File: src/design/assert_macros.svh
// Assertion helpers used by the RTL.
`ifndef ASSERT_MACROS_SVH
`define ASSERT_MACROS_SVH

`ifndef NO_ASSERTIONS

// Checked on every clock edge outside reset.
`define LPBE_ASSERT(name, clk, rst, prop, msg) \
   name: assert property (@(posedge clk) disable iff (rst) prop) else $error(msg);

// Checked on every clock edge, reset included.
`define LPBE_ASSERT_ALWAYS(name, clk, prop, msg) \
   name: assert property (@(posedge clk) prop) else $error(msg);

`else

`define LPBE_ASSERT(name, clk, rst, prop, msg)
`define LPBE_ASSERT_ALWAYS(name, clk, prop, msg)

`endif

`endif

File: src/design/lpbe_pkg.sv
`default_nettype none

package lpbe_pkg;

   // Fixed field widths
   localparam int BTN_W      = 8;
   localparam int TMO_W      = 16;
   localparam int THR_W      = 16;
   localparam int CSR_DATA_W = 16;
   localparam int CSR_ADDR_W = 2;

   // Register reset values
   localparam logic [TMO_W-1:0] TIMEOUT_RST = 16'd1000;
   localparam logic [BTN_W-1:0] TARGET_RST  = 8'd3;
   localparam logic [THR_W-1:0] THRESH_RST  = 16'd20;

   // Button that starts a hold and is replayed on cancel
   localparam logic [BTN_W-1:0] HOLD_BUTTON = 8'd1;

   typedef enum logic [1:0] {
      OP_BUTTON = 2'd0,
      OP_ABS    = 2'd1,
      OP_REL    = 2'd2,
      OP_TICK   = 2'd3
   } op_type;

   typedef enum logic [1:0] {
      MODE_IDLE      = 2'd0,
      MODE_PENDING   = 2'd1,
      MODE_EMULATING = 2'd2
   } mode_type;

   typedef enum logic [CSR_ADDR_W-1:0] {
      CSR_ENABLE    = 2'd0,
      CSR_TIMEOUT   = 2'd1,
      CSR_TARGET    = 2'd2,
      CSR_THRESHOLD = 2'd3
   } csr_index_type;

   typedef struct packed {
      logic             enable;
      logic [TMO_W-1:0] timeout_ms;
      logic [BTN_W-1:0] target_button;
      logic [THR_W-1:0] move_threshold;
   } cfg_type;

endpackage

`default_nettype wire

File: src/design/long_press_button_emulator_unit.sv
// Channel  Dir  Ports                   Contents
// req      in   req_tvalid/tready/tdata  button, motion or tick word; tuser = operation
// rsp      out  rsp_tvalid/tready/tdata  one result word per request word
// csr      in   csr_we/addr/wdata        enable, timeout_ms, target_button, move_threshold
//
// One word per cycle sustained while rsp is ready; a word reaches rsp through
// the input register, then hold logic into the result register.
// Every request word gives exactly one result word.
// Reset is synchronous and clears the hold state, valid flags and CSRs to defaults.
// A stalled rsp holds its word; req keeps accepting until both registers are full.
`default_nettype none

module long_press_button_emulator_unit #(
   parameter int COORD_WIDTH = 16,
   parameter int TIMER_WIDTH = 16
) (
   input  wire logic                             clock,
   input  wire logic                             reset,
   // button_number, press, x_present, y_present, coord_x, coord_y, zero pad
   input  wire logic                             req_tvalid,
   output logic                                  req_tready,
   input  wire logic [((11+2*COORD_WIDTH+7)/8)*8-1:0] req_tdata,
   // operation
   input  wire logic [1:0]                       req_tuser,
   // swallowed, emit_valid, emit_button, emit_press, emit_absolute, emit_x,
   // emit_y, zero pad
   output logic                                  rsp_tvalid,
   input  wire logic                             rsp_tready,
   output logic [((12+2*COORD_WIDTH+7)/8)*8-1:0] rsp_tdata,
   input  wire logic                             csr_we,
   input  wire logic [lpbe_pkg::CSR_ADDR_W-1:0]  csr_addr,
   input  wire logic [lpbe_pkg::CSR_DATA_W-1:0]  csr_wdata
);

   localparam int IN_W  = ((11 + 2 * COORD_WIDTH + 7) / 8) * 8;
   localparam int OUT_W = ((12 + 2 * COORD_WIDTH + 7) / 8) * 8;

   lpbe_pkg::cfg_type cfg;
   logic              space;
   logic              fire;
   logic [IN_W-1:0]   item_data;
   logic [1:0]        item_op;
   logic [OUT_W-1:0]  res_data;

   lpbe_csr u_csr (
      .clock     (clock),
      .reset     (reset),
      .csr_we    (csr_we),
      .csr_addr  (csr_addr),
      .csr_wdata (csr_wdata),
      .cfg       (cfg)
   );

   lpbe_in_reg #(
      .DATA_W (IN_W)
   ) u_in_reg (
      .clock      (clock),
      .reset      (reset),
      .req_tvalid (req_tvalid),
      .req_tready (req_tready),
      .req_tdata  (req_tdata),
      .req_tuser  (req_tuser),
      .space      (space),
      .fire       (fire),
      .item_data  (item_data),
      .item_op    (item_op)
   );

   lpbe_hold_ctrl #(
      .COORD_WIDTH (COORD_WIDTH),
      .TIMER_WIDTH (TIMER_WIDTH),
      .IN_W        (IN_W),
      .OUT_W       (OUT_W)
   ) u_hold_ctrl (
      .clock     (clock),
      .reset     (reset),
      .fire      (fire),
      .item_data (item_data),
      .item_op   (item_op),
      .cfg       (cfg),
      .res_data  (res_data)
   );

   lpbe_out_reg #(
      .DATA_W (OUT_W)
   ) u_out_reg (
      .clock      (clock),
      .reset      (reset),
      .fire       (fire),
      .res_data   (res_data),
      .rsp_tready (rsp_tready),
      .rsp_tvalid (rsp_tvalid),
      .rsp_tdata  (rsp_tdata),
      .space      (space)
   );

endmodule

`default_nettype wire

File: src/design/lpbe_csr.sv
`default_nettype none

module lpbe_csr (
   input  wire logic                             clock,
   input  wire logic                             reset,
   input  wire logic                             csr_we,
   input  wire logic [lpbe_pkg::CSR_ADDR_W-1:0]  csr_addr,
   input  wire logic [lpbe_pkg::CSR_DATA_W-1:0]  csr_wdata,
   output lpbe_pkg::cfg_type                     cfg
);

   lpbe_pkg::cfg_type cfg_ff;

   // Register file, one write per cycle
   always_ff @(posedge clock) begin
      if (reset) begin
         cfg_ff.enable         <= 1'b0;
         cfg_ff.timeout_ms     <= lpbe_pkg::TIMEOUT_RST;
         cfg_ff.target_button  <= lpbe_pkg::TARGET_RST;
         cfg_ff.move_threshold <= lpbe_pkg::THRESH_RST;
      end else if (csr_we) begin
         unique case (lpbe_pkg::csr_index_type'(csr_addr))
            lpbe_pkg::CSR_ENABLE: begin
               cfg_ff.enable <= csr_wdata[0];
            end
            lpbe_pkg::CSR_TIMEOUT: begin
               cfg_ff.timeout_ms <= csr_wdata[lpbe_pkg::TMO_W-1:0];
            end
            lpbe_pkg::CSR_TARGET: begin
               cfg_ff.target_button <= csr_wdata[lpbe_pkg::BTN_W-1:0];
            end
            lpbe_pkg::CSR_THRESHOLD: begin
               cfg_ff.move_threshold <= csr_wdata[lpbe_pkg::THR_W-1:0];
            end
            default: begin
            end
         endcase
      end
   end

   assign cfg = cfg_ff;

endmodule

`default_nettype wire

File: src/design/lpbe_in_reg.sv
`default_nettype none

module lpbe_in_reg #(
   parameter int DATA_W = 48
) (
   input  wire logic              clock,
   input  wire logic              reset,
   input  wire logic              req_tvalid,
   output logic                   req_tready,
   input  wire logic [DATA_W-1:0] req_tdata,
   input  wire logic [1:0]        req_tuser,
   input  wire logic              space,
   output logic                   fire,
   output logic [DATA_W-1:0]      item_data,
   output logic [1:0]             item_op
);

   logic              valid_ff;
   logic              valid_in;
   logic [DATA_W-1:0] data_ff;
   logic [1:0]        op_ff;
   logic              accept;

   // Held word moves on whenever the result side has room
   assign fire       = valid_ff & space;
   assign req_tready = ~valid_ff | space;
   assign accept     = req_tvalid & req_tready;
   assign valid_in   = accept | (valid_ff & ~space);

   always_ff @(posedge clock) begin
      if (reset) begin
         valid_ff <= 1'b0;
      end else begin
         valid_ff <= valid_in;
      end
   end

   // Payload, no reset
   always_ff @(posedge clock) begin
      if (accept) begin
         data_ff <= req_tdata;
         op_ff   <= req_tuser;
      end
   end

   assign item_data = data_ff;
   assign item_op   = op_ff;

endmodule

`default_nettype wire

File: src/design/lpbe_hold_ctrl.sv
`default_nettype none

`include "assert_macros.svh"

module lpbe_hold_ctrl #(
   parameter int COORD_WIDTH = 16,
   parameter int TIMER_WIDTH = 16,
   parameter int IN_W        = 48,
   parameter int OUT_W       = 48
) (
   input  wire logic            clock,
   input  wire logic            reset,
   input  wire logic            fire,
   input  wire logic [IN_W-1:0] item_data,
   input  wire logic [1:0]      item_op,
   input  wire lpbe_pkg::cfg_type cfg,
   output logic [OUT_W-1:0]     res_data
);

   localparam int C     = COORD_WIDTH;
   localparam int BW    = lpbe_pkg::BTN_W;
   localparam int CMPW  = (C + 2 > lpbe_pkg::THR_W) ? C + 2 : lpbe_pkg::THR_W;
   localparam int TX    = (TIMER_WIDTH > lpbe_pkg::TMO_W) ? TIMER_WIDTH : lpbe_pkg::TMO_W;
   localparam logic [TX-1:0] TMASK = TX'((64'd1 << TIMER_WIDTH) - 64'd1);

   // Input word fields
   logic [BW-1:0]         btn;
   logic                  pr;
   logic                  xp;
   logic                  yp;
   logic [C-1:0]          cx;
   logic [C-1:0]          cy;
   lpbe_pkg::op_type      op;

   assign btn = item_data[BW-1:0];
   assign pr  = item_data[BW];
   assign xp  = item_data[BW+1];
   assign yp  = item_data[BW+2];
   assign cx  = item_data[BW+3 +: C];
   assign cy  = item_data[BW+3+C +: C];
   assign op  = lpbe_pkg::op_type'(item_op);

   // Hold state
   lpbe_pkg::mode_type    mode_ff, mode_in;
   logic [C-1:0]          start_x_ff, start_x_in;
   logic [C-1:0]          start_y_ff, start_y_in;
   logic [C+1:0]          accum_dx_ff, accum_dx_in;
   logic [C+1:0]          accum_dy_ff, accum_dy_in;
   logic                  abs_seen_ff, abs_seen_in;
   logic [TIMER_WIDTH-1:0] elapsed_ff, elapsed_in;

   // Distance from the start position
   logic [C:0]            diff_x, diff_y;
   logic [C:0]            mag_x, mag_y;
   logic                  far_x, far_y;
   logic [CMPW-1:0]       thr_ext;

   assign thr_ext = CMPW'(cfg.move_threshold);
   assign diff_x  = {cx[C-1], cx} - {start_x_ff[C-1], start_x_ff};
   assign diff_y  = {cy[C-1], cy} - {start_y_ff[C-1], start_y_ff};
   assign mag_x   = diff_x[C] ? (~diff_x + 1'b1) : diff_x;
   assign mag_y   = diff_y[C] ? (~diff_y + 1'b1) : diff_y;
   assign far_x   = CMPW'(mag_x) > thr_ext;
   assign far_y   = CMPW'(mag_y) > thr_ext;

   // Saturating relative accumulation
   logic [C+2:0]          sum_x, sum_y;
   logic [C+1:0]          acc_x, acc_y;
   logic [C+1:0]          amag_x, amag_y;
   logic                  far_ax, far_ay;
   localparam logic [C+1:0] ACC_MAX = {1'b0, {(C+1){1'b1}}};
   localparam logic [C+1:0] ACC_MIN = {1'b1, {(C+1){1'b0}}};

   assign sum_x  = {accum_dx_ff[C+1], accum_dx_ff} + {{3{cx[C-1]}}, cx};
   assign sum_y  = {accum_dy_ff[C+1], accum_dy_ff} + {{3{cy[C-1]}}, cy};
   assign acc_x  = (sum_x[C+2] != sum_x[C+1]) ? (sum_x[C+2] ? ACC_MIN : ACC_MAX)
                                              : sum_x[C+1:0];
   assign acc_y  = (sum_y[C+2] != sum_y[C+1]) ? (sum_y[C+2] ? ACC_MIN : ACC_MAX)
                                              : sum_y[C+1:0];
   assign amag_x = acc_x[C+1] ? (~acc_x + 1'b1) : acc_x;
   assign amag_y = acc_y[C+1] ? (~acc_y + 1'b1) : acc_y;
   assign far_ax = CMPW'(amag_x) > thr_ext;
   assign far_ay = CMPW'(amag_y) > thr_ext;

   // Hold timer
   logic [TIMER_WIDTH-1:0] elapsed_inc;
   logic [TX-1:0]          tmo;
   logic                   timed_out;

   assign elapsed_inc = (&elapsed_ff) ? elapsed_ff : elapsed_ff + 1'b1;
   assign tmo         = TX'(cfg.timeout_ms) & TMASK;
   assign timed_out   = TX'(elapsed_inc) >= tmo;

   // Result fields
   logic                  swallow;
   logic                  emit_v;
   logic [BW-1:0]         emit_btn;
   logic                  emit_pr;
   logic                  emit_abs_src;
   logic                  emit_abs;
   logic [C-1:0]          emit_x;
   logic [C-1:0]          emit_y;
   logic                  cancel;

   // Next state and result for one word
   always_comb begin
      mode_in      = mode_ff;
      start_x_in   = start_x_ff;
      start_y_in   = start_y_ff;
      accum_dx_in  = accum_dx_ff;
      accum_dy_in  = accum_dy_ff;
      abs_seen_in  = abs_seen_ff;
      elapsed_in   = elapsed_ff;
      swallow      = 1'b0;
      emit_v       = 1'b0;
      emit_btn     = '0;
      emit_pr      = 1'b0;
      emit_abs_src = abs_seen_ff;
      cancel       = 1'b0;

      unique case (op)
         lpbe_pkg::OP_BUTTON: begin
            if (cfg.enable) begin
               if (btn != lpbe_pkg::HOLD_BUTTON || !pr) begin
                  if (mode_ff == lpbe_pkg::MODE_PENDING) begin
                     // replay the swallowed press
                     emit_v   = 1'b1;
                     emit_btn = lpbe_pkg::HOLD_BUTTON;
                     emit_pr  = 1'b1;
                     cancel   = 1'b1;
                  end else if (mode_ff == lpbe_pkg::MODE_EMULATING) begin
                     emit_v   = 1'b1;
                     emit_btn = cfg.target_button;
                     emit_pr  = 1'b0;
                     cancel   = 1'b1;
                     swallow  = (btn == lpbe_pkg::HOLD_BUTTON);
                  end
               end else if (mode_ff == lpbe_pkg::MODE_IDLE) begin
                  mode_in    = lpbe_pkg::MODE_PENDING;
                  elapsed_in = '0;
                  swallow    = 1'b1;
               end
            end
         end
         lpbe_pkg::OP_ABS: begin
            if (mode_ff != lpbe_pkg::MODE_PENDING) begin
               if (xp) start_x_in = cx;
               if (yp) start_y_in = cy;
            end else begin
               abs_seen_in  = 1'b1;
               emit_abs_src = 1'b1;
               if ((xp && far_x) || (yp && far_y)) begin
                  emit_v   = 1'b1;
                  emit_btn = lpbe_pkg::HOLD_BUTTON;
                  emit_pr  = 1'b1;
                  cancel   = 1'b1;
               end
            end
         end
         lpbe_pkg::OP_REL: begin
            if (mode_ff == lpbe_pkg::MODE_PENDING) begin
               accum_dx_in = acc_x;
               accum_dy_in = acc_y;
               if (far_ax || far_ay) begin
                  emit_v   = 1'b1;
                  emit_btn = lpbe_pkg::HOLD_BUTTON;
                  emit_pr  = 1'b1;
                  cancel   = 1'b1;
               end
            end
         end
         lpbe_pkg::OP_TICK: begin
            if (mode_ff == lpbe_pkg::MODE_PENDING && tmo != '0) begin
               elapsed_in = elapsed_inc;
               if (timed_out) begin
                  mode_in  = lpbe_pkg::MODE_EMULATING;
                  emit_v   = 1'b1;
                  emit_btn = cfg.target_button;
                  emit_pr  = 1'b1;
               end
            end
         end
         default: begin
         end
      endcase

      // Leaving a hold clears its bookkeeping
      if (cancel) begin
         mode_in     = lpbe_pkg::MODE_IDLE;
         accum_dx_in = '0;
         accum_dy_in = '0;
         abs_seen_in = 1'b0;
         elapsed_in  = '0;
      end
   end

   assign emit_abs = emit_v & emit_abs_src;
   assign emit_x   = emit_abs ? start_x_ff : '0;
   assign emit_y   = emit_abs ? start_y_ff : '0;

   // Packed result: swallowed, emit_valid, button, press, absolute, x, y
   assign res_data = OUT_W'({emit_y, emit_x, emit_abs, emit_pr, emit_btn, emit_v, swallow});

   always_ff @(posedge clock) begin
      if (reset) begin
         mode_ff     <= lpbe_pkg::MODE_IDLE;
         start_x_ff  <= '0;
         start_y_ff  <= '0;
         accum_dx_ff <= '0;
         accum_dy_ff <= '0;
         abs_seen_ff <= 1'b0;
         elapsed_ff  <= '0;
      end else if (fire) begin
         mode_ff     <= mode_in;
         start_x_ff  <= start_x_in;
         start_y_ff  <= start_y_in;
         accum_dx_ff <= accum_dx_in;
         accum_dy_ff <= accum_dy_in;
         abs_seen_ff <= abs_seen_in;
         elapsed_ff  <= elapsed_in;
      end
   end

   // Idle means every hold counter has been cleared
   `LPBE_ASSERT(a_idle_clean, clock, reset,
      mode_ff == lpbe_pkg::MODE_IDLE |-> (elapsed_ff == '0 && !abs_seen_ff &&
      accum_dx_ff == '0 && accum_dy_ff == '0), "idle with stale hold state")
   // Nothing is synthesized out of idle
   `LPBE_ASSERT(a_idle_quiet, clock, reset,
      fire && mode_ff == lpbe_pkg::MODE_IDLE |-> !emit_v, "event emitted while idle")
   // Only button words are ever swallowed
   `LPBE_ASSERT(a_swallow_btn, clock, reset,
      fire && swallow |-> op == lpbe_pkg::OP_BUTTON, "non-button word swallowed")
   // An event during emulation is always the target release
   `LPBE_ASSERT(a_emul_release, clock, reset,
      fire && emit_v && mode_ff == lpbe_pkg::MODE_EMULATING |->
      (!emit_pr && emit_btn == cfg.target_button), "bad event while emulating")
   // A tick that fires the timeout moves the hold into emulation
   `LPBE_ASSERT(a_timeout_step, clock, reset,
      fire && op == lpbe_pkg::OP_TICK && mode_ff == lpbe_pkg::MODE_PENDING && emit_v |=>
      mode_ff == lpbe_pkg::MODE_EMULATING, "timeout did not enter emulation")

endmodule

`default_nettype wire

File: src/design/lpbe_out_reg.sv
`default_nettype none

module lpbe_out_reg #(
   parameter int DATA_W = 48
) (
   input  wire logic              clock,
   input  wire logic              reset,
   input  wire logic              fire,
   input  wire logic [DATA_W-1:0] res_data,
   input  wire logic              rsp_tready,
   output logic                   rsp_tvalid,
   output logic [DATA_W-1:0]      rsp_tdata,
   output logic                   space
);

   logic              valid_ff;
   logic              valid_in;
   logic [DATA_W-1:0] data_ff;

   // Room for a new result when empty or being drained
   assign space    = ~valid_ff | rsp_tready;
   assign valid_in = fire | (valid_ff & ~rsp_tready);

   always_ff @(posedge clock) begin
      if (reset) begin
         valid_ff <= 1'b0;
      end else begin
         valid_ff <= valid_in;
      end
   end

   always_ff @(posedge clock) begin
      if (fire) begin
         data_ff <= res_data;
      end
   end

   assign rsp_tvalid = valid_ff;
   assign rsp_tdata  = data_ff;

endmodule

`default_nettype wire
File: config.mk
export PLATFORM = sky130hd
export DESIGN_NAME = long_press_button_emulator_unit
export DESIGN_NICKNAME = d
export VERILOG_FILES = /design/src/design/lpbe_pkg.sv /design/src/design/long_press_button_emulator_unit.sv /design/src/design/lpbe_csr.sv /design/src/design/lpbe_in_reg.sv /design/src/design/lpbe_hold_ctrl.sv /design/src/design/lpbe_out_reg.sv
export VERILOG_INCLUDE_DIRS = /design/src /design/src/design
export SDC_FILE = /design/constraint.sdc
export NUM_CORES = 1
export LEC_CHECK = 0
export BUFFER_PORTS_ARGS = -buffer_cell sky130_fd_sc_hd__buf_2
export CAP_MARGIN = 20
export CORE_MARGIN = 2
export CORE_UTILIZATION = 42
export CTS_CLUSTER_DIAMETER = 30
export CTS_CLUSTER_SIZE = 30
export DETAILED_ROUTE_END_ITERATION = 7
export GPL_TIMING_DRIVEN = 0
export PLACE_DENSITY = 0.61
export SLEW_MARGIN = 20
export SYNTH_ARGS = -nofsm -noshare
export SYNTH_HDL_FRONTEND = slang
export SYNTH_SLANG_ARGS = --single-unit
File: constraint.sdc
create_clock -name clock -period 11.3 [get_ports clock]
set_input_delay 0 -clock clock [delete_from_list [all_inputs] [get_ports clock]]
set_output_delay 0 -clock clock [all_outputs]
set_load 0.005 [all_outputs]
==> flow_summary.json <==
{
  "routed_wl_mm": 46.58,
  "route.detailed.drc": 0,
  "max_freq_ghz": 0.09871,
  "cp.required_ns": 11.59,
  "area_delta_synth_final_pct": 24.60,
  "fin_crit_ns": 10.13,
  "cpMaxStageDelayCell": "a21oi_2",
  "start_kind": "flop",
  "die-width_um": 197.4,
  "m1WireLength_mm": 20.90,
  "p_sw_w": 0.0008593,
  "netlist_area_um2": 15700,
  "grt_max_degree": 46,
  "antenna_found_initial": 0,
  "htreeDepth": 2,
  "postLayoutCoreUtil_pct": 53.31,
  "core_um2": 36700,
  "tns_ns": 0,
  "reg2reg_slack_ns": 1.17,
  "post_cts_resized": 0,
  "insertion_delay_ns": 0.60,
  "synth_top_area_share_pct": 17.02,
  "grtUsageTotal_pct": 23.71,
  "reg2regPathDepth": 36,
  "clockRootBuffer": "clkbuf_16",
  "clkTransAtPathRegs_ns": 0.05,
  "setup.worst_path.end": "u_out_reg.rsp_tdata[26]",
  "hold_viol_final": 0,
  "fp.dieArea_um2": 38950,
  "grt_pass1_vias": 13890,
  "ant_nets": 0,
  "sequentialPowerShare_pct": 28.5,
  "top_layer_used": "met4",
  "routedWlPerCell_um": 18.12,
  "cts.sinks": 219,
  "critPathMaxStageDelay_ns": 0.71,
  "antennaDiodeCount": 0,
  "ys_warn_count": 0,
  "relSlewSlack_pct": 34.72,
  "status": "complete, no violations",
  "clkPwrFrac_pct": 53.8,
  "routed-via-count": 14340,
  "drt_iter0_markers": 885,
  "startpoint": "u_in_reg.item_data[30]",
  "grt_pass1_wl_mm": 72.78,
  "combinationalPowerShare_pct": 17.8,
  "wl_met3_mm": 2.420,
  "met2_length_mm": 21.45,
  "port_buffers": 112,
  "fill_cells": 3370,
  "row_count": 70,
  "avgSynthCellArea_um2": 8.656,
  "ir_worst_vdd_uv": 122.3,
  "r2r-start": "u_in_reg.item_data[30]",
  "p_leak_nw": 8.271,
  "cts_tree": "done",
  "finalSetupViolCount": 0,
  "synth_area_leaders": "edfxtp_1, dfxtp_1, ha_1",
  "regArea_um2": 5275,
  "io_pins": 123,
  "cap_viol_max_count": 0,
  "criticalPathCategory": "flop to flop",
  "maxSlewViolCount": 0,
  "fin_nets": 2299,
  "overflow": 0,
  "tightest_slew_ns": 0.9545,
  "p_per_area_nw_per_um2": 156.3,
  "post_cts_buffers": 0,
  "synthArstFlopShare_pct": 0,
  "drive_gt1_share_pct": 12.79,
  "crit_fanout": 10,
  "endpoint_kind": "flop",
  "synth_cell_types": 86,
  "timing.final.crit_share_pct": 89.65,
  "min_path_type": "input port to flop",
  "dieHeight_um": 197.4,
  "p_int_w": 0.002200,
  "ys_ff_latch": 219,
  "worst_ep_arrival_time_ns": 10.42,
  "dr.pass1.iters": 5,
  "ys.flop_type": "dfxtp_1",
  "synth_edf_count": 89,
  "netlist.top_cell.by_area": "edfxtp_1",
  "cts-buffers-inserted": 54,
  "r2r_end": "u_out_reg.rsp_tdata[26]",
  "synth_cells": 1814,
  "initial_core_util_pct": 42.79,
  "swShare_pct": 28.09,
  "ys_seq_area_share_pct": 33.59,
  "gp_congestion": 0.9071,
  "viasPerCell": 5.578,
  "rsz0062_at_grt": "no",
  "clk_path_buf_depth": 3,
  "dpl.hpwl_mm": 35.11,
  "multi_input_area_um2": 9744,
  "clock_skew_ns": 0.02236,
  "finalPower_w": 0.003059
}
[power groups by stage]
stage | Clock (W) | Combinational (W) | Sequential (W)
finish | 0.00164 | 0.000544 | 0.000870
global route | 0.00171 | 0.000607 | 0.000872
CTS | 0.00167 | 0.000536 | 0.000870
detailed placement | 0 | 0.000514 | 0.000884
global placement | 0 | 0.000502 | 0.000886
floorplan | 0 | 0.000375 | 0.000876
[cell usage after synthesis, types with 7 or more instances]
master,n
a2111oi_0,7
a211oi_1,10
a21o_1,48
a21oi_1,136
a22o_1,24
a31oi_1,17
and2_1,13
and3_1,18
and4_1,7
buf_2,11
clkbuf_1,48
dfxtp_1,130
edfxtp_1,89
ha_1,165
inv_1,104
mux2_2,7
mux2i_1,47
nand2_1,193
nand2b_1,17
nand3_1,41
nand4_1,27
nor2_1,155
nor2b_1,39
nor3_1,70
nor3b_1,12
nor4_1,8
o211ai_1,18
o21a_1,22
o21ai_0,73
o21ai_1,13
o2bb2ai_1,13
o31ai_1,10
or2_2,11
or3_1,8
xnor2_1,51
xor2_1,36
[stage by stage]
stage                     instance area (um2)  setup slack [ns]  cells  hold slack (ns)
after floorplan                         15710             3.757   1817          0.09887
after detailed placement                16880             1.420   2398           0.1781
final                                   19570             1.169   2571           0.1142
after global routing                    19570            0.6325   2571           0.1042
after global placement                  16860             1.544   2397           0.1762
after CTS                               19570             1.373   2571          0.07373
[how the worst min path moves through the flow]
stage | startpoint | end | slack [ns] | cells after the start
floorplan | req_tdata[0] | u_in_reg.item_data[0] | 0.1 | 0
global placement | req_tdata[1] | u_in_reg.item_data[1] | 0.18 | 1
detailed placement | req_tdata[0] | u_in_reg.item_data[0] | 0.18 | 1
CTS | req_tdata[5] | u_in_reg.item_data[5] | 0.07 | 2
global route | req_tdata[4] | u_in_reg.item_data[4] | 0.10 | 2
finish | req_tdata[7] | u_in_reg.item_data[7] | 0.11 | 2
[registers in the layout, summed over array words and instances, names as in the netlist]
name	count
u_hold_ctrl.start_y_ff	16
u_csr.cfg	41
u_in_reg.valid_ff	1
u_out_reg.rsp_tdata	44
u_in_reg.item_data	43
u_out_reg.rsp_tvalid	1
u_hold_ctrl.accum_dy_ff	18
u_hold_ctrl.accum_dx_ff	18
u_hold_ctrl.mode_ff	2
u_hold_ctrl.start_x_ff	16
u_in_reg.item_op	2
u_hold_ctrl.abs_seen_ff	1
u_hold_ctrl.elapsed_ff	16
[cells by family after synthesis]
group | Yosys count | synth area share (%)
mux | 55 | 3.594
fa+ha+maj | 169 | 13.66
flops | 219 | 33.59
xor+xnor | 87 | 4.853
compound gates | 467 | 19.91
other cells | 1 | 0.02388
buf+inv | 173 | 4.438
simple gates | 643 | 19.93
[final cells by class]
type	instances	share of cell area [%]
Buffer	68	1.548
Multi-Input combinational cell	1425	49.81
Sequential cell	219	26.96
Clock inverter	34	2.430
Clock buffer	68	7.642
Inverter	105	2.021
Tap cell	468	2.993
Timing Repair Buffer	184	6.600
[cell usage in the layout (no fill, tap or decap), types with 17 or more instances in the layout]
cell	n
nand2_1	193
ha_1	165
nor2_1	155
a21oi_1	136
dfxtp_1	130
buf_2	123
inv_1	104
edfxtp_1	89
o21ai_0	73
dlygate4sd3_1	71
nor3_1	70
clkbuf_16	55
clkbuf_1	54
xnor2_1	51
a21o_1	48
mux2i_1	47
nand3_1	41
nor2b_1	39
xor2_1	36
nand4_1	27
a22o_1	24
o21a_1	22
o211ai_1	18
and3_1	18
nand2b_1	17
a31oi_1	17
[critical path: cells and delay by family (launching register included)]
kind                     cells  cell delay (ns)
XOR/XNOR                     2             0.32
buffers and inverters        4             1.64
AND/OR/NAND/NOR              9             1.77
adder cells (fa/ha/maj)      4             1.52
flip-flops                   1             0.50
AO/OA/AOI/OAI               17             4.06
[timing repair]
item	CTS	global route
hold endpoints to repair	88	0
endpoints found under the setup margin	0	0
hold buffers	71	0
[per-layer routing]
layer | vias to the layer above | global-route usage, %
li1 | 7120 | -
met1 | 6708 | 30.44
met2 | 410 | 39.28
met3 | 102 | 3.927
met4 | 0 | 10.41
met5 | - | 0
No activity file was read; power rests on OpenSTA's default activity.
